### src/sv/sfr_pkg.sv
// shared types, constants and the crc byte update for the stuffed frame receiver
package sfr_pkg;

  localparam int MAX_FRAME_BYTES = 128;
  localparam int CNT_W = $clog2(MAX_FRAME_BYTES + 1);
  localparam int EXT_W = (CNT_W > 7) ? CNT_W : 7;

  localparam logic [15:0] CRC_POLY = 16'hA001;
  localparam logic [15:0] CRC_INIT = 16'hFFFF;

  localparam int CFG_IDX_W = 3;
  localparam logic [CFG_IDX_W-1:0] CFG_START_BYTE = 3'd0;
  localparam logic [CFG_IDX_W-1:0] CFG_END_BYTE = 3'd1;
  localparam logic [CFG_IDX_W-1:0] CFG_ESCAPE_BYTE = 3'd2;
  localparam logic [CFG_IDX_W-1:0] CFG_UNESCAPE_MASK = 3'd3;
  localparam logic [CFG_IDX_W-1:0] CFG_READ_REPLY_CODE = 3'd4;
  localparam logic [CFG_IDX_W-1:0] CFG_ACK_CODE = 3'd5;

  localparam logic [1:0] PHASE_CMD = 2'd0;
  localparam logic [1:0] PHASE_ADDR_LO = 2'd1;
  localparam logic [1:0] PHASE_ADDR_HI = 2'd2;
  localparam logic [1:0] PHASE_DATA = 2'd3;

  localparam logic KIND_DATA = 1'b0;
  localparam logic KIND_REPORT = 1'b1;

  typedef struct packed {
    logic [7:0] start_byte;
    logic [7:0] end_byte;
    logic [7:0] escape_byte;
    logic [7:0] unescape_mask;
    logic [7:0] read_reply_code;
    logic [7:0] ack_code;
  } cfg_t;

  typedef struct packed {
    logic        kind;
    logic [7:0]  data_byte;
    logic        frame_ok;
    logic [7:0]  command;
    logic [15:0] address;
    logic [6:0]  data_count;
    logic        is_read_reply;
    logic        is_ack;
  } res_t;

  // one byte into a reflected crc-16, bit by bit
  function automatic logic [15:0] crc_feed(input logic [15:0] crc, input logic [7:0] b);
    logic [15:0] c;
    c = crc ^ {8'h00, b};
    for (int k = 0; k < 8; k++) begin
      if (c[0]) begin
        c = (c >> 1) ^ CRC_POLY;
      end else begin
        c = c >> 1;
      end
    end
    return c;
  endfunction

endpackage

### src/sv/sfr_in_if.sv
// request channel carrying raw serial bytes
interface sfr_in_if;
  logic       valid;
  logic       ready;
  logic [7:0] rx_byte;

  modport source (output valid, output rx_byte, input ready);
  modport sink (input valid, input rx_byte, output ready);
endinterface

### src/sv/sfr_out_if.sv
// result channel carrying data bytes and frame reports
interface sfr_out_if;
  logic        valid;
  logic        ready;
  logic        kind;
  logic [7:0]  data_byte;
  logic        frame_ok;
  logic [7:0]  command;
  logic [15:0] address;
  logic [6:0]  data_count;
  logic        is_read_reply;
  logic        is_ack;

  modport source (output valid, output kind, output data_byte, output frame_ok,
                  output command, output address, output data_count,
                  output is_read_reply, output is_ack, input ready);
  modport sink (input valid, input kind, input data_byte, input frame_ok,
                input command, input address, input data_count,
                input is_read_reply, input is_ack, output ready);
endinterface

### src/sv/stuffed_frame_receiver_crc16.sv
// top level of the byte stuffed frame receiver with crc-16 check
//
//   channel  direction  payload
//   in_if    in         rx_byte
//   out_if   out        kind, data_byte, frame_ok, command, address,
//                       data_count, is_read_reply, is_ack
//   cfg_*    in         cfg_we, cfg_idx, cfg_wdata (write only)
//
// one byte per cycle while the result is not stalled: input register, one pass of decode and crc, result register
// a byte passes the input register and then the result register before its result is valid
// crc update is an eight step unrolled shift per byte in the decode pass
// synchronous active low reset clears frame state, config and both valid flags
// a stalled result holds its register; one more request is buffered behind it
module stuffed_frame_receiver_crc16 (
  input  logic                          clk,
  input  logic                          rst_n,
  sfr_in_if.sink                        in_if,
  sfr_out_if.source                     out_if,
  input  logic                          cfg_we,
  input  logic [sfr_pkg::CFG_IDX_W-1:0] cfg_idx,
  input  logic [7:0]                    cfg_wdata
);

  sfr_pkg::cfg_t cfg;
  sfr_pkg::res_t res;
  sfr_pkg::res_t out_data_r;
  logic          res_valid;
  logic          in_valid_r;
  logic [7:0]    in_byte_r;
  logic          out_valid_r;
  logic          adv;
  logic          fire;
  logic          in_take;

  assign adv     = !out_valid_r || out_if.ready;
  assign fire    = in_valid_r && adv;
  assign in_take = in_if.valid && in_if.ready;
  assign in_if.ready = !in_valid_r || adv;

  sfr_cfg_regs u_cfg (
    .clk       (clk),
    .rst_n     (rst_n),
    .cfg_we    (cfg_we),
    .cfg_idx   (cfg_idx),
    .cfg_wdata (cfg_wdata),
    .cfg       (cfg)
  );

  sfr_frame u_frame (
    .clk       (clk),
    .rst_n     (rst_n),
    .fire      (fire),
    .rx_byte   (in_byte_r),
    .cfg       (cfg),
    .res_valid (res_valid),
    .res       (res)
  );

  always_ff @(posedge clk) begin
    if (!rst_n) begin
      in_valid_r  <= 1'b0;
      out_valid_r <= 1'b0;
    end else begin
      in_valid_r <= (in_valid_r && !adv) || in_take;
      if (adv) begin
        out_valid_r <= fire && res_valid;
      end
    end
  end

  always_ff @(posedge clk) begin
    if (in_take) begin
      in_byte_r <= in_if.rx_byte;
    end
    if (adv) begin
      out_data_r <= res;
    end
  end

  assign out_if.valid         = out_valid_r;
  assign out_if.kind          = out_data_r.kind;
  assign out_if.data_byte     = out_data_r.data_byte;
  assign out_if.frame_ok      = out_data_r.frame_ok;
  assign out_if.command       = out_data_r.command;
  assign out_if.address       = out_data_r.address;
  assign out_if.data_count    = out_data_r.data_count;
  assign out_if.is_read_reply = out_data_r.is_read_reply;
  assign out_if.is_ack        = out_data_r.is_ack;

endmodule

### src/sv/sfr_cfg_regs.sv
// configuration register file of the frame receiver
module sfr_cfg_regs (
  input  logic                          clk,
  input  logic                          rst_n,
  input  logic                          cfg_we,
  input  logic [sfr_pkg::CFG_IDX_W-1:0] cfg_idx,
  input  logic [7:0]                    cfg_wdata,
  output sfr_pkg::cfg_t                 cfg
);

  sfr_pkg::cfg_t cfg_r;
  sfr_pkg::cfg_t cfg_nxt;

  always_comb begin
    cfg_nxt = cfg_r;
    if (cfg_we) begin
      case (cfg_idx)
        sfr_pkg::CFG_START_BYTE:      cfg_nxt.start_byte = cfg_wdata;
        sfr_pkg::CFG_END_BYTE:        cfg_nxt.end_byte = cfg_wdata;
        sfr_pkg::CFG_ESCAPE_BYTE:     cfg_nxt.escape_byte = cfg_wdata;
        sfr_pkg::CFG_UNESCAPE_MASK:   cfg_nxt.unescape_mask = cfg_wdata;
        sfr_pkg::CFG_READ_REPLY_CODE: cfg_nxt.read_reply_code = cfg_wdata;
        sfr_pkg::CFG_ACK_CODE:        cfg_nxt.ack_code = cfg_wdata;
        default:                      cfg_nxt = cfg_r;
      endcase
    end
  end

  always_ff @(posedge clk) begin
    if (!rst_n) begin
      cfg_r <= '0;
    end else begin
      cfg_r <= cfg_nxt;
    end
  end

  assign cfg = cfg_r;

endmodule

### src/sv/sfr_frame.sv
// frame state: unescaping, header capture, crc delay line, data bytes and frame report
module sfr_frame (
  input  logic          clk,
  input  logic          rst_n,
  input  logic          fire,
  input  logic [7:0]    rx_byte,
  input  sfr_pkg::cfg_t cfg,
  output logic          res_valid,
  output sfr_pkg::res_t res
);

  logic                      in_frame_r, in_frame_nxt;
  logic                      esc_r, esc_nxt;
  logic [1:0]                phase_r, phase_nxt;
  logic [sfr_pkg::CNT_W-1:0] count_r, count_nxt;
  logic [15:0]               crc_r, crc_nxt;
  logic [7:0]                tail0_r, tail0_nxt;
  logic [7:0]                tail1_r, tail1_nxt;
  logic [7:0]                cmd_r, cmd_nxt;
  logic [15:0]               addr_r, addr_nxt;

  logic                      do_store;
  logic [7:0]                st_byte;
  logic                      long_enough;
  logic                      ok;
  logic [sfr_pkg::EXT_W-1:0] diff;
  logic [6:0]                cnt_sat;

  assign long_enough = (count_r >= sfr_pkg::CNT_W'(5));
  assign ok = long_enough && (tail0_r == crc_r[15:8]) && (tail1_r == crc_r[7:0]);
  assign diff = sfr_pkg::EXT_W'(count_r) - sfr_pkg::EXT_W'(5);
  assign cnt_sat = !long_enough ? 7'd0 :
                   (diff > sfr_pkg::EXT_W'(127)) ? 7'd127 : diff[6:0];

  always_comb begin
    in_frame_nxt = in_frame_r;
    esc_nxt      = esc_r;
    phase_nxt    = phase_r;
    count_nxt    = count_r;
    crc_nxt      = crc_r;
    tail0_nxt    = tail0_r;
    tail1_nxt    = tail1_r;
    cmd_nxt      = cmd_r;
    addr_nxt     = addr_r;
    res_valid    = 1'b0;
    res          = '0;
    do_store     = 1'b0;
    st_byte      = rx_byte;

    if (fire) begin
      if (rx_byte == cfg.start_byte) begin
        // start always wins and clears the frame
        in_frame_nxt = 1'b1;
        esc_nxt      = 1'b0;
        phase_nxt    = sfr_pkg::PHASE_CMD;
        count_nxt    = '0;
        crc_nxt      = sfr_pkg::CRC_INIT;
        tail0_nxt    = '0;
        tail1_nxt    = '0;
        cmd_nxt      = '0;
        addr_nxt     = '0;
      end else if (rx_byte == cfg.end_byte) begin
        if (in_frame_r) begin
          res_valid         = 1'b1;
          res.kind          = sfr_pkg::KIND_REPORT;
          res.frame_ok      = ok;
          res.command       = cmd_r;
          res.address       = addr_r;
          res.data_count    = cnt_sat;
          res.is_read_reply = ok && (cmd_r == cfg.read_reply_code);
          res.is_ack        = ok && (cmd_r == cfg.ack_code);
          in_frame_nxt      = 1'b0;
          esc_nxt           = 1'b0;
        end
      end else if (in_frame_r) begin
        if (esc_r) begin
          esc_nxt  = 1'b0;
          do_store = 1'b1;
          st_byte  = rx_byte ^ cfg.unescape_mask;
        end else if (rx_byte == cfg.escape_byte) begin
          esc_nxt = 1'b1;
        end else begin
          do_store = 1'b1;
        end
      end
    end

    if (do_store && (count_r < sfr_pkg::CNT_W'(sfr_pkg::MAX_FRAME_BYTES))) begin
      case (phase_r)
        sfr_pkg::PHASE_CMD: begin
          cmd_nxt   = st_byte;
          phase_nxt = sfr_pkg::PHASE_ADDR_LO;
        end
        sfr_pkg::PHASE_ADDR_LO: begin
          addr_nxt  = {addr_r[15:8], st_byte};
          phase_nxt = sfr_pkg::PHASE_ADDR_HI;
        end
        sfr_pkg::PHASE_ADDR_HI: begin
          addr_nxt  = {st_byte, addr_r[7:0]};
          phase_nxt = sfr_pkg::PHASE_DATA;
        end
        default: phase_nxt = phase_r;
      endcase
      // byte leaving the delay line can no longer be crc
      if (count_r >= sfr_pkg::CNT_W'(2)) begin
        crc_nxt = sfr_pkg::crc_feed(crc_r, tail0_r);
        if (long_enough) begin
          res_valid     = 1'b1;
          res.kind      = sfr_pkg::KIND_DATA;
          res.data_byte = tail0_r;
        end
      end
      tail0_nxt = tail1_r;
      tail1_nxt = st_byte;
      count_nxt = count_r + sfr_pkg::CNT_W'(1);
    end
  end

  always_ff @(posedge clk) begin
    if (!rst_n) begin
      in_frame_r <= 1'b0;
      esc_r      <= 1'b0;
      phase_r    <= sfr_pkg::PHASE_CMD;
      count_r    <= '0;
      crc_r      <= sfr_pkg::CRC_INIT;
      tail0_r    <= '0;
      tail1_r    <= '0;
      cmd_r      <= '0;
      addr_r     <= '0;
    end else begin
      in_frame_r <= in_frame_nxt;
      esc_r      <= esc_nxt;
      phase_r    <= phase_nxt;
      count_r    <= count_nxt;
      crc_r      <= crc_nxt;
      tail0_r    <= tail0_nxt;
      tail1_r    <= tail1_nxt;
      cmd_r      <= cmd_nxt;
      addr_r     <= addr_nxt;
    end
  end

endmodule
### src/flat_wrapper.sv
// flat-port wrapper written by rule: the top's interface ports become plain ports
module stuffed_frame_receiver_crc16_flat 
  (clk, rst_n, cfg_we, cfg_idx, cfg_wdata, in_if_valid, in_if_rx_byte, in_if_ready, out_if_valid, out_if_kind, out_if_data_byte, out_if_frame_ok, out_if_command, out_if_address, out_if_data_count, out_if_is_read_reply, out_if_is_ack, out_if_ready);
  sfr_in_if in_if_i ();
  sfr_out_if out_if_i ();
  input  logic clk;
  input  logic rst_n;
  input  logic cfg_we;
  input  logic [sfr_pkg::CFG_IDX_W-1:0] cfg_idx;
  input  logic [7:0] cfg_wdata;
  input wire logic [$bits(in_if_i.valid)-1:0] in_if_valid;
  input wire logic [$bits(in_if_i.rx_byte)-1:0] in_if_rx_byte;
  output wire logic [$bits(in_if_i.ready)-1:0] in_if_ready;
  output wire logic [$bits(out_if_i.valid)-1:0] out_if_valid;
  output wire logic [$bits(out_if_i.kind)-1:0] out_if_kind;
  output wire logic [$bits(out_if_i.data_byte)-1:0] out_if_data_byte;
  output wire logic [$bits(out_if_i.frame_ok)-1:0] out_if_frame_ok;
  output wire logic [$bits(out_if_i.command)-1:0] out_if_command;
  output wire logic [$bits(out_if_i.address)-1:0] out_if_address;
  output wire logic [$bits(out_if_i.data_count)-1:0] out_if_data_count;
  output wire logic [$bits(out_if_i.is_read_reply)-1:0] out_if_is_read_reply;
  output wire logic [$bits(out_if_i.is_ack)-1:0] out_if_is_ack;
  input wire logic [$bits(out_if_i.ready)-1:0] out_if_ready;
  assign in_if_i.valid = in_if_valid;
  assign in_if_i.rx_byte = in_if_rx_byte;
  assign in_if_ready = in_if_i.ready;
  assign out_if_valid = out_if_i.valid;
  assign out_if_kind = out_if_i.kind;
  assign out_if_data_byte = out_if_i.data_byte;
  assign out_if_frame_ok = out_if_i.frame_ok;
  assign out_if_command = out_if_i.command;
  assign out_if_address = out_if_i.address;
  assign out_if_data_count = out_if_i.data_count;
  assign out_if_is_read_reply = out_if_i.is_read_reply;
  assign out_if_is_ack = out_if_i.is_ack;
  assign out_if_i.ready = out_if_ready;
  stuffed_frame_receiver_crc16 u_core (.clk(clk), .rst_n(rst_n), .in_if(in_if_i), .out_if(out_if_i), .cfg_we(cfg_we), .cfg_idx(cfg_idx), .cfg_wdata(cfg_wdata));
endmodule
### config.mk
export PLATFORM = sky130hd
export DESIGN_NAME = stuffed_frame_receiver_crc16_flat
export DESIGN_NICKNAME = d
export VERILOG_FILES = /design/src/sv/sfr_pkg.sv /design/src/sv/sfr_in_if.sv /design/src/sv/sfr_out_if.sv /design/src/sv/stuffed_frame_receiver_crc16.sv /design/src/sv/sfr_cfg_regs.sv /design/src/sv/sfr_frame.sv /design/src/flat_wrapper.sv
export SDC_FILE = /design/constraint.sdc
export NUM_CORES = 1
export LEC_CHECK = 0
export ABC_AREA = 0
export BUFFER_PORTS_ARGS = -buffer_cell sky130_fd_sc_hd__buf_2
export CAP_MARGIN = 40
export CORE_UTILIZATION = 51
export DETAILED_ROUTE_END_ITERATION = 12
export PLACE_DENSITY_LB_ADDON = 0.25
export SLEW_MARGIN = 0
export SYNTH_ARGS = -nofsm -noshare
export SYNTH_HDL_FRONTEND = slang
export SYNTH_SLANG_ARGS = --single-unit
### constraint.sdc
create_clock -name clk -period 7.4 [get_ports clk]
set_clock_uncertainty 0.15 [all_clocks]
set_input_delay 1.11 -clock clk [delete_from_list [all_inputs] [get_ports clk]]
set_output_delay 1.11 -clock clk [all_outputs]
set_load 0.03 [all_outputs]
==> metrics.cfg, run 1 <==
[timing]
fin_setup_tns_ns = 0
worst_slew_pin_slew_ns = 0.926
rsz0062_at_grt = no
timing_hold_violations_final = 0
setup_viol = 0
period_share_pct = 53.6
finalCriticalPeriod_ns = 3.97
fin_ws_ns = 3.43
slew_headroom_pct = 38.3
max_freq_mhz = 252
slew_viol_final = 0

[die]
core_mm2 = 0.0145
num_rows = 44
die_h_um = 124
start_util_pct = 52.1
io_pins = 69
die_w_um = 124
die_area_mm2 = 0.0153

[clock_network]
cts-resized-gates = 0
path_clk_slew_ns = 0.07
cts_root_buf = clkbuf_16
cts_tree = built
clockBufferDepth = 2
cts_made_buffers = 17
cts.sinks = 169
ctsHtreeMaxLevel = 4
hold_buffers = 0
post_cts_buffers = 0
clock_latency_ns = 0.44

[placement]
gp_congestion = 0.845
dp_hpwl_um = 12100
dp_slack_ns = 3.02
numPortBuffers = 68

[synth]
ys_ff_latch = 169
synthMuxAreaShare_pct = 1.48
netlist_area_mm2 = 0.00754
synth.yosys.seq_area_share_pct = 51.6
synth_edf_count = 51
synth_top_family_by_area = simple AND/OR/NAND/NOR gates
synthSimpleGateAreaFrac_pct = 19.1
synthArstFlopShare_pct = 0
synth_compound_area_share_pct = 11.0
synth_area_per_cell_um2 = 9.69
syn_inst = 779
synthDistinctLibCells = 50
synthAdderAreaFrac_pct = 1.33
synth-xor-area-share_pct = 11.9
ys.flop_type = dfxtp_1
syn-num-nets = 811
yosysWarnings = 0

[route]
ant_nets = 0
viasPerCell = 5.64
vias = 5748
wirelength_um = 17300
drc = 0
drt_iter0_drc = 522
drtPass1Iterations = 6
detail_route.wl_per_cell_um = 17.0

[critical_path]
crit_type = primary input to flop
r2r_cells = 8
cpMaxStageDelayCell = nor4b_2
critPathArrivalTime_ns = 4.20
slowest_delay_ns = 0.83
r2r_setup_slack_ns = 3.76
cp_cell_sequence = buf_2 -> nor2b_1 -> clkinv_1 -> buf_4 -> and2_1 -> o211a_1 -> nand3_2 -> nor4b_2 -> a32o_1
crit_family = simple AND/OR/NAND/NOR gates
cp_num_buf_inv = 3
end_kind = flop
crit_fanout = 45
crit_path_start_kind = primary input
reg2reg_to = u_core.u_frame.addr_r[10]
reg2reg_from = u_core.out_if.valid
cp.required_ns = 7.63

[hold_path]
worst_hold_startpoint = u_core.u_cfg.cfg[18]
holdPathStages = 2
worstHoldPathType = flop to flop
holdPathEnd = u_core.u_cfg.cfg[18]

[cells_and_area]
multi_input_area_mm2 = 0.00338
nets = 854
synthToLayoutAreaGrowth_pct = 13.9
antennaDiodeCount = 0
n_fill_cell = 1220
drive_gt1_share_pct = 15.2
ff_latch_area_mm2 = 0.00389

[power]
powerDensity_mw_per_mm2 = 234
ir_drop_mv = 0.155
leakagePower_uw = 0.00333

[status]
status = finished, final reports clean

[global_routing]
antenna_found_initial = 0
grt_pass1_vias = 5320
globalRouteOverflowTotal = 0
grtUsageTotal_pct = 23.9
grt_pass1_wl_um = 27200
grt_max_degree = 54

[run]
max_cap_violations = 0

==> cell usage after synthesis (3+ instances only) <==
library cell | number | area share, %
o22ai_1 | 7 | 0.58
nor3_1 | 10 | 0.66
nor2b_1 | 4 | 0.33
dfxtp_1 | 118 | 31
and2_1 | 13 | 1.1
o21ai_0 | 19 | 1.3
buf_1 | 5 | 0.25
and3_1 | 28 | 2.3
nand4_1 | 27 | 2.2
or4_1 | 3 | 0.30
inv_1 | 12 | 0.60
buf_6 | 3 | 0.45
nor2_1 | 33 | 1.6
nand2_1 | 131 | 6.5
a32o_1 | 16 | 2.1
buf_2 | 12 | 0.80
or3_1 | 5 | 0.41
edfxtp_1 | 51 | 20
xor2_1 | 29 | 3.4
a211oi_1 | 5 | 0.50
ha_1 | 8 | 1.3
mux2_2 | 9 | 1.3
clkbuf_1 | 29 | 1.4
o21a_1 | 3 | 0.30
a21oi_1 | 74 | 4.9
nor4_1 | 7 | 0.58
nand3_1 | 24 | 1.6
xnor2_1 | 68 | 7.9
==> worst reg2reg max path: cells and delay by family (launching register included) <==
| family | cells | cell delay (ns) |
|---|---|---|
| buffers and inverters | 2 | 0.49 |
| AOI/OAI and AO/OA | 2 | 0.77 |
| and+or+nand+nor | 4 | 1.87 |
| DFF | 1 | 0.31 |
==> state kept, by name, summed over array words and instances (netlist names) <==
name and cells:
u_core.out_if.frame_ok 1, u_core.u_cfg.cfg 48, u_core.u_frame.in_frame_r 1, u_core.out_if.kind 1, u_core.u_frame.tail1_r 8, u_core.u_frame.phase_r 2, u_core.u_frame.crc_r 16, u_core.in_valid_r 1
u_core.in_byte_r 8, u_core.u_frame.esc_r 1, u_core.out_if.is_read_reply 1, u_core.out_if.command 8, u_core.out_if.data_byte 8, u_core.u_frame.count_r 8, u_core.out_if.valid 1, u_core.u_frame.cmd_r 8
u_core.u_frame.addr_r 16, u_core.u_frame.tail0_r 8, u_core.out_if.address 16, u_core.out_if.is_ack 1, u_core.out_if.data_count 7
==> through the flow <==
stage                     instances  utilization (%)  power (uW)  hold slack, ns  cell area (um2)
after floorplan                 779                -        1030           0.287             7540
after global placement          986             54.8        1060           0.296             7930
final                          1019             59.4        2020           0.310             8600
after detailed placement        987             54.9        1060           0.300             7940
after CTS                      1019             59.4        2020           0.309             8600
after global routing           1019             59.4        2070           0.332             8600
==> per-layer routing <==
metal	GRT usage, %	wire length, um	share of wire, %	vias to the layer above
met1	31.0	7740	45	2729
met2	38.7	8280	48	177
li1	-	-	-	2809
met4	10.2	376	2.2	0
met5	0	0	0	-
met3	4.85	938	5.4	33
==> how the worst max path moves through the flow <==
stage | start | to | slack (ns) | depth (start not counted)
detailed placement | out_if_ready | u_core.u_frame.addr_r[4] | 3.02 | 9
global placement | out_if_ready | u_core.u_frame.addr_r[6] | 2.83 | 9
CTS | out_if_ready | u_core.u_frame.addr_r[9] | 3.42 | 9
floorplan | out_if_ready | u_core.u_frame.addr_r[10] | 3.69 | 8
global route | out_if_ready | u_core.u_frame.addr_r[9] | 3.11 | 9
finish | out_if_ready | u_core.u_frame.addr_r[10] | 3.43 | 9
==> power by group <==
group | switching, uW | leakage, uW | total [uW] | internal [uW]
clock network | 380 | 0.000317 | 977 | 597
logic | 43.0 | 0.00145 | 65.4 | 22.4
registers | 14.2 | 0.00156 | 973 | 959
total | 437 | 0.00333 | 2020 | 1580
==> cells by family (layout without fill, tap and decap cells) <==
| family | after synthesis | after routing |
|---|---|---|
| adders and majority gates | 8 | 8 |
| DFF | 169 | 169 |
| xor gates and xnor gates | 99 | 99 |
| and+or+nand+nor | 295 | 295 |
| muxes | 10 | 10 |
| buffers and inverters | 62 | 118 |
| AOI/OAI and AO/OA | 136 | 136 |
==> cells in the final DEF (no fill, tap or decap), types with 8 or more instances in the layout <==
cell type,n
nand3_1,24
nor2_1,33
nand4_1,27
ha_1,8
clkbuf_16,18
dfxtp_1,118
edfxtp_1,51
a32o_1,16
xnor2_1,68
nand2_1,131
nor3_1,9
xor2_1,29
buf_2,68
mux2_2,9
and3_1,28
inv_1,10
a21oi_1,74
and2_1,13
o21ai_0,19
==> cell type report <==
cell class / count / area share (%)
Clock buffer: 19 / 5.40
Clock inverter: 13 / 2.18
Inverter: 12 / 0.524
Multi-Input combinational cell: 548 / 39.3
Sequential cell: 169 / 45.3
Tap cell: 184 / 2.68
Timing Repair Buffer: 74 / 4.57
No activity file was read; power rests on OpenSTA's default activity.
==> run 2, diff against run 1 <==
==> constraint.sdc (replaced) <==
create_clock -name clk -period 3.85 [get_ports clk]
set_clock_uncertainty 0.15 [all_clocks]
set_input_delay 0.5775 -clock clk [delete_from_list [all_inputs] [get_ports clk]]
set_output_delay 0.5775 -clock clk [all_outputs]
set_load 0.03 [all_outputs]
==> metrics.cfg, run 2 (same netlist as run 1, synthesis figures left out) <==
[timing]
fin_setup_tns_ns = 0  ; unchanged
setup_viol = 0  ; unchanged
worst_slew_pin_slew_ns = 0.949  ; +0.0224 ns
slew_headroom_pct = 36.8  ; -1.5 points
slew_viol_final = 0  ; unchanged
fin_ws_ns = 1.01  ; -2.42 ns
rsz0062_at_grt = no
timing_hold_violations_final = 0  ; unchanged
period_share_pct = 73.7
finalCriticalPeriod_ns = 2.84
max_freq_mhz = 352
holdWs_ns = 0.163  ; -0.147 ns

[cells_and_area]
drive_gt1_share_pct = 15.1  ; -0.16 points
final_util_pct = 59.3  ; about the same
ff_latch_area_mm2 = 0.00389  ; unchanged
largest_reg_flops = 48  ; unchanged
multi_input_area_mm2 = 0.00338  ; unchanged
n_fill_cell = 1219  ; -0.082%
fin_area_mm2 = 0.00859  ; about the same
synthToLayoutAreaGrowth_pct = 13.8  ; about the same
antennaDiodeCount = 0  ; unchanged
nets = 856  ; +0.23%
layout_common_cells = nand2_1 (131), dfxtp_1 (118), a21oi_1 (74)
final_common_cell = nand2_1

[clock_network]
ctsHtreeMaxLevel = 4  ; unchanged
cts_made_buffers = 17  ; unchanged
hold_buffers = 0  ; unchanged
cts_root_buf = clkbuf_16
post_cts_buffers = 0  ; unchanged
clock_latency_ns = 0.43  ; about the same
cts_tree = built
path_clk_slew_ns = 0.06  ; about the same
cts.sinks = 169  ; unchanged
clockBufferDepth = 2  ; unchanged
cts-resized-gates = 0  ; unchanged

[critical_path]
cp.required_ns = 4.07  ; -3.56 ns
crit_path_start_kind = flop
cpMaxStageDelayCell = nor4_2
slowest_delay_ns = 0.76  ; -0.07 ns
critPathArrivalTime_ns = 3.06  ; -1.14 ns
crit_type = flop to flop
r2r_cells = 6  ; -2
end_kind = flop
cp_cell_sequence = xnor2_1 -> nand4_1 -> o211a_1 -> nand3_2 -> nor4_2 -> a32o_1
crit_fanout = 11  ; -76%
r2r_setup_slack_ns = 1.01  ; -2.75 ns

[die]
num_rows = 44  ; unchanged
die_w_um = 124  ; unchanged
die_h_um = 124  ; unchanged
start_util_pct = 52.1  ; unchanged
die_area_mm2 = 0.0153  ; unchanged
core_mm2 = 0.0145  ; unchanged
io_pins = 69  ; unchanged

[placement]
place_area_mm2 = 0.00795  ; about the same
numPortBuffers = 68  ; unchanged
gp_congestion = 0.866  ; +2.5%
dp_hpwl_um = 12300  ; +2.1%
dp_slack_ns = 0.768  ; -2.26 ns

[global_routing]
grt_max_degree = 55  ; +1.9%
grtUsageTotal_pct = 24.7  ; +0.82 points
grt_pass1_vias = 5563  ; +4.6%
globalRouteOverflowTotal = 0  ; unchanged
antenna_found_initial = 0  ; unchanged
grt_pass1_wl_um = 28400  ; +4.4%

[route]
detail_route.wl_per_cell_um = 17.4  ; +2.4%
wirelength_um = 17800  ; +2.6%
drt_iter0_drc = 537  ; +2.9%
drc = 0  ; unchanged
viasPerCell = 5.71  ; +1.2%
drtPass1Iterations = 5  ; -1
vias = 5827  ; +1.4%
ant_nets = 0  ; unchanged

[hold_path]
worstHoldPathType = primary input to flop
holdPathStages = 1  ; -1

[run]
max_cap_violations = 0  ; unchanged

[power]
leakagePower_uw = 0.00332  ; about the same
powerDensity_mw_per_mm2 = 444  ; +89%
ir_drop_mv = 0.363  ; +130%

[status]
status = finished, final reports clean

==> run 2: changes by cell type in the layout (fill, tap and decap cells not counted), sizes merged <==
cell	previous run	this run
buf	74	76
clkbuf	19	20
clkinv	5	8
inv	14	10
==> run 2: worst paths after layout <==
kind,startpoint,end
min reg2reg,u_core.u_cfg.cfg[21],u_core.u_cfg.cfg[21]
max,u_core.in_byte_r[3],u_core.u_frame.addr_r[1]
max reg2reg,u_core.in_byte_r[3],u_core.u_frame.addr_r[1]
min,in_if_rx_byte[7],u_core.in_byte_r[7]
==> run 2: final cells by class <==
type | instances | area share, %
clock buffers | 20 | 5.45
clock inverters | 12 | 1.98
inverters | 12 | 0.524
multi-input cells | 548 | 39.4
flip-flops and latches | 169 | 45.3
well taps | 184 | 2.68
repair buffers | 76 | 4.66
==> run 2: where the power goes <==
group          total (uW)  switching [uW]  internal [uW]  leakage, uW
combinational         125            82.3           43.1      0.00146
sequential           1870            26.5           1840      0.00156
clock                1820             685           1140     0.000306
total                3820             794           3020      0.00332
==> run 2: routing by layer <==
metal  track usage [%]  vias to the layer above  wire length, um
li1                  -                     2811                -
met1              32.5                     2792             7740
met2              39.7                      191             8590
met3              5.91                       33             1130
met4              8.58                        0              339
met5                 0                        -                0
==> run 2: per-stage QoR <==
step / power [uW] / std cells
5_1_grt: 3920 / 1021
6_report: 3820 / 1021
3_3_place_gp: 2030 / 989
3_5_place_dp: 2030 / 989
4_1_cts: 3830 / 1021
2_1_floorplan: 1980 / 779
==> run 2: worst max-delay path: cells and delay by family, from the launching register on <==
family | cells | cell delay, ns
AND/OR/NAND/NOR | 3 | 1.32
AO/OA/AOI/OAI | 2 | 0.56
flip-flops | 1 | 0.55
XOR/XNOR | 1 | 0.19
==> run 3, diff against run 2 <==
--- a/config.mk
+++ b/config.mk
@@ -5,7 +5,7 @@
 export SDC_FILE = /design/constraint.sdc
 export NUM_CORES = 1
 export LEC_CHECK = 0
-export ABC_AREA = 0
+export ABC_AREA = 1
 export BUFFER_PORTS_ARGS = -buffer_cell sky130_fd_sc_hd__buf_2
 export CAP_MARGIN = 40
 export CORE_UTILIZATION = 51
==> constraint.sdc (replaced) <==
create_clock -name clk -period 2.7 [get_ports clk]
set_clock_uncertainty 0.15 [all_clocks]
set_input_delay 0.405 -clock clk [delete_from_list [all_inputs] [get_ports clk]]
set_output_delay 0.405 -clock clk [all_outputs]
set_load 0.03 [all_outputs]
==> metrics.cfg, run 3 <==
[cells_and_area]
drive_gt1_share_pct = 15.0  ; -0.049 points
nets = 1132  ; +32%
n_fill_cell = 1432  ; +17%
antennaDiodeCount = 0  ; unchanged
final_common_cell = nand2_1
synthToLayoutAreaGrowth_pct = 14.4
fin_area_mm2 = 0.00929  ; +8.2%
layout_common_cells = nand2_1 (221), nor2_1 (145), dfxtp_1 (118)
largest_reg_flops = 48  ; unchanged

[timing]
timing_hold_violations_final = 0  ; unchanged
rsz0062_at_grt = no
slew_viol_final = 0  ; unchanged
fin_setup_tns_ns = 0  ; unchanged
finalCriticalPeriod_ns = 2.42
worst_slew_pin_slew_ns = 0.623  ; -0.326 ns
setup_viol = 0  ; unchanged
max_freq_mhz = 414
period_share_pct = 89.5
slew_headroom_pct = 58.4  ; +22 points

[synth]
ys_top_cells_by_area = dfxtp_1 (29%), edfxtp_1 (19%), nand2_1 (10%)
ys.flop_type = dfxtp_1
synth_edf_count = 51  ; unchanged
ys_ff_latch = 169  ; unchanged
yosys-top-cells-count = nand2_1 (221), nor2_1 (145), dfxtp_1 (118)
syn_inst = 1031  ; +32%
synth_area_per_cell_um2 = 7.88  ; -19%
synth_top_area_cell = dfxtp_1
synthDistinctLibCells = 40  ; -20%
synth.yosys.seq_area_share_pct = 48.0  ; -3.7 points
synthArstFlopShare_pct = 0  ; unchanged
synth_most_common_cell = nand2_1
syn-num-nets = 1063  ; +31%
synth_top_area_share_pct = 29.1  ; -2.2 points
netlist_area_mm2 = 0.00812  ; +7.6%
yosysWarnings = 0  ; unchanged

[placement]
numPortBuffers = 68  ; unchanged
gp_congestion = 0.870  ; +0.42%
place_area_mm2 = 0.00860  ; +8.1%
dp_hpwl_um = 12700  ; +3.4%

[route]
detail_route.wl_per_cell_um = 13.8  ; -21%
wirelength_um = 18300  ; +2.7%
viasPerCell = 5.06  ; -11%
vias = 6694  ; +15%
ant_nets = 0  ; unchanged
drtPass1Iterations = 5  ; unchanged
drt_iter0_drc = 471  ; -12%
drc = 0  ; unchanged

[critical_path]
reg2reg_to = u_core.u_frame.crc_r[12]
end_kind = primary output
cp.required_ns = 2.14  ; -1.93 ns
endpoint = in_if_ready
cp_cell_sequence = nand2_2 -> buf_4 -> inv_1 -> nand2_1 -> buf_2
r2r_cells = 12  ; +6
slowest_delay_ns = 0.45  ; -0.31 ns
crit_type = flop to primary output
cpMaxStageDelayCell = buf_4
reg2reg_from = u_core.in_byte_r[6]
crit_fanout = 44  ; +33
crit_path_start_kind = flop
cp_num_buf_inv = 3  ; +3
crit_family = buffers and inverters
critPathArrivalTime_ns = 1.86  ; -1.20 ns
crit_start = u_core.out_if.valid
r2r_setup_slack_ns = 0.28  ; -0.73 ns
crit_cells = 5  ; -1

[die]
start_util_pct = 52.8  ; +0.72 points
core_mm2 = 0.0154  ; +6.2%
die_area_mm2 = 0.0164  ; +7.5%
die_h_um = 128  ; +3.7%
io_pins = 69  ; unchanged
num_rows = 45  ; +2.3%
die_w_um = 128  ; +3.7%

[clock_network]
path_clk_slew_ns = 0.07  ; about the same
clock_latency_ns = 0.44  ; about the same
clockBufferDepth = 2  ; unchanged
ctsHtreeMaxLevel = 4  ; unchanged
cts_root_buf = clkbuf_16
cts_tree = built
cts.sinks = 169  ; unchanged
cts_made_buffers = 17  ; unchanged

[run]
max_cap_violations = 0  ; unchanged

[hold_path]
worstHoldPathType = primary input to flop
worst_hold_startpoint = in_if_valid

[global_routing]
grtUsageTotal_pct = 24.0  ; -0.72 points
grt_pass1_vias = 6138  ; +10%
antenna_found_initial = 0  ; unchanged
grt_max_degree = 69  ; +25%
grt_pass1_wl_um = 30600  ; +7.7%
globalRouteOverflowTotal = 0  ; unchanged

[power]
leakagePower_uw = 0.00391  ; +18%
powerDensity_mw_per_mm2 = 585  ; +32%
ir_drop_mv = 0.467  ; +29%

[status]
status = finished, final reports clean

-- run 3: logic make-up after synthesis --
kind of cell	after synthesis	synth area share [%]
AOI/OAI and AO/OA	157	10.2
xor gates and xnor gates	50	5.39
adders and majority gates	8	1.23
buffers and inverters	162	8.18
DFF	169	48.0
and+or+nand+nor	485	27.1
-- run 3: worst min-delay path by stage --
stage / end / slack, ns / cells after the start
global route: u_core.in_valid_r / 0.15 / 3
CTS: u_core.in_valid_r / 0.12 / 3
global placement: u_core.u_cfg.cfg[19] / 0.29 / 2
finish: u_core.in_valid_r / 0.12 / 3
detailed placement: u_core.u_cfg.cfg[18] / 0.30 / 2
floorplan: u_core.u_cfg.cfg[16] / 0.28 / 2
-- run 3: tightest hold or removal path: cells and delay by family --
kind | cells | cell delay, ns
buf+inv | 2 | 0.14
compound gates | 1 | 0.09
-- run 3: final cells by class --
type	instances	area, um2	area share, %
Clock buffer	19	443	4.77
Clock inverter	13	169	1.82
Inverter	129	485	5.23
Multi-Input combinational cell	700	3560	38.3
Sequential cell	169	3890	41.9
Tap cell	211	264	2.84
Timing Repair Buffer	83	473	5.09
-- run 3: what timing repair did --
| action | CTS | global route |
|---|---|---|
| resized for setup | 0 | 0 |
| setup buffers | 0 | 0 |
| hold endpoints to repair | 8 | 0 |
| hold buffers | 8 | 0 |
-- run 3: through the flow --
| stage | power [uW] | instances | hold WS (ns) | utilization [%] | setup WS (ns) |
|---|---|---|---|---|---|
| 6_report | 5440 | 1324 | 0.120 | 60.4 | 0.285 |
| 5_1_grt | 5610 | 1324 | 0.155 | 60.4 | 0.0604 |
| 4_1_cts | 5470 | 1324 | 0.116 | 60.4 | 0.210 |
| 3_5_place_dp | 2960 | 1284 | 0.302 | 55.9 | 0.219 |
| 3_3_place_gp | 2960 | 1284 | 0.294 | 55.9 | 0.280 |
| 2_1_floorplan | 2880 | 1031 | 0.280 | - | 0.158 |
-- run 3: power breakdown --
part           leakage (uW)  total, uW  internal (uW)  switching (uW)
clock              0.000300       2520           1490            1030
sequential          0.00156       2670           2640            34.6
combinational       0.00204        245           85.3             159
-- run 3: routing by layer --
layer	part of all wire (%)	wire length, um	vias to the layer above	track usage [%]
met5	0	0	-	0
met4	1.8	336	0	8.24
met3	5.3	967	23	5.01
met2	47	8500	171	38.2
met1	46	8470	3058	32.4
li1	-	-	3442	-
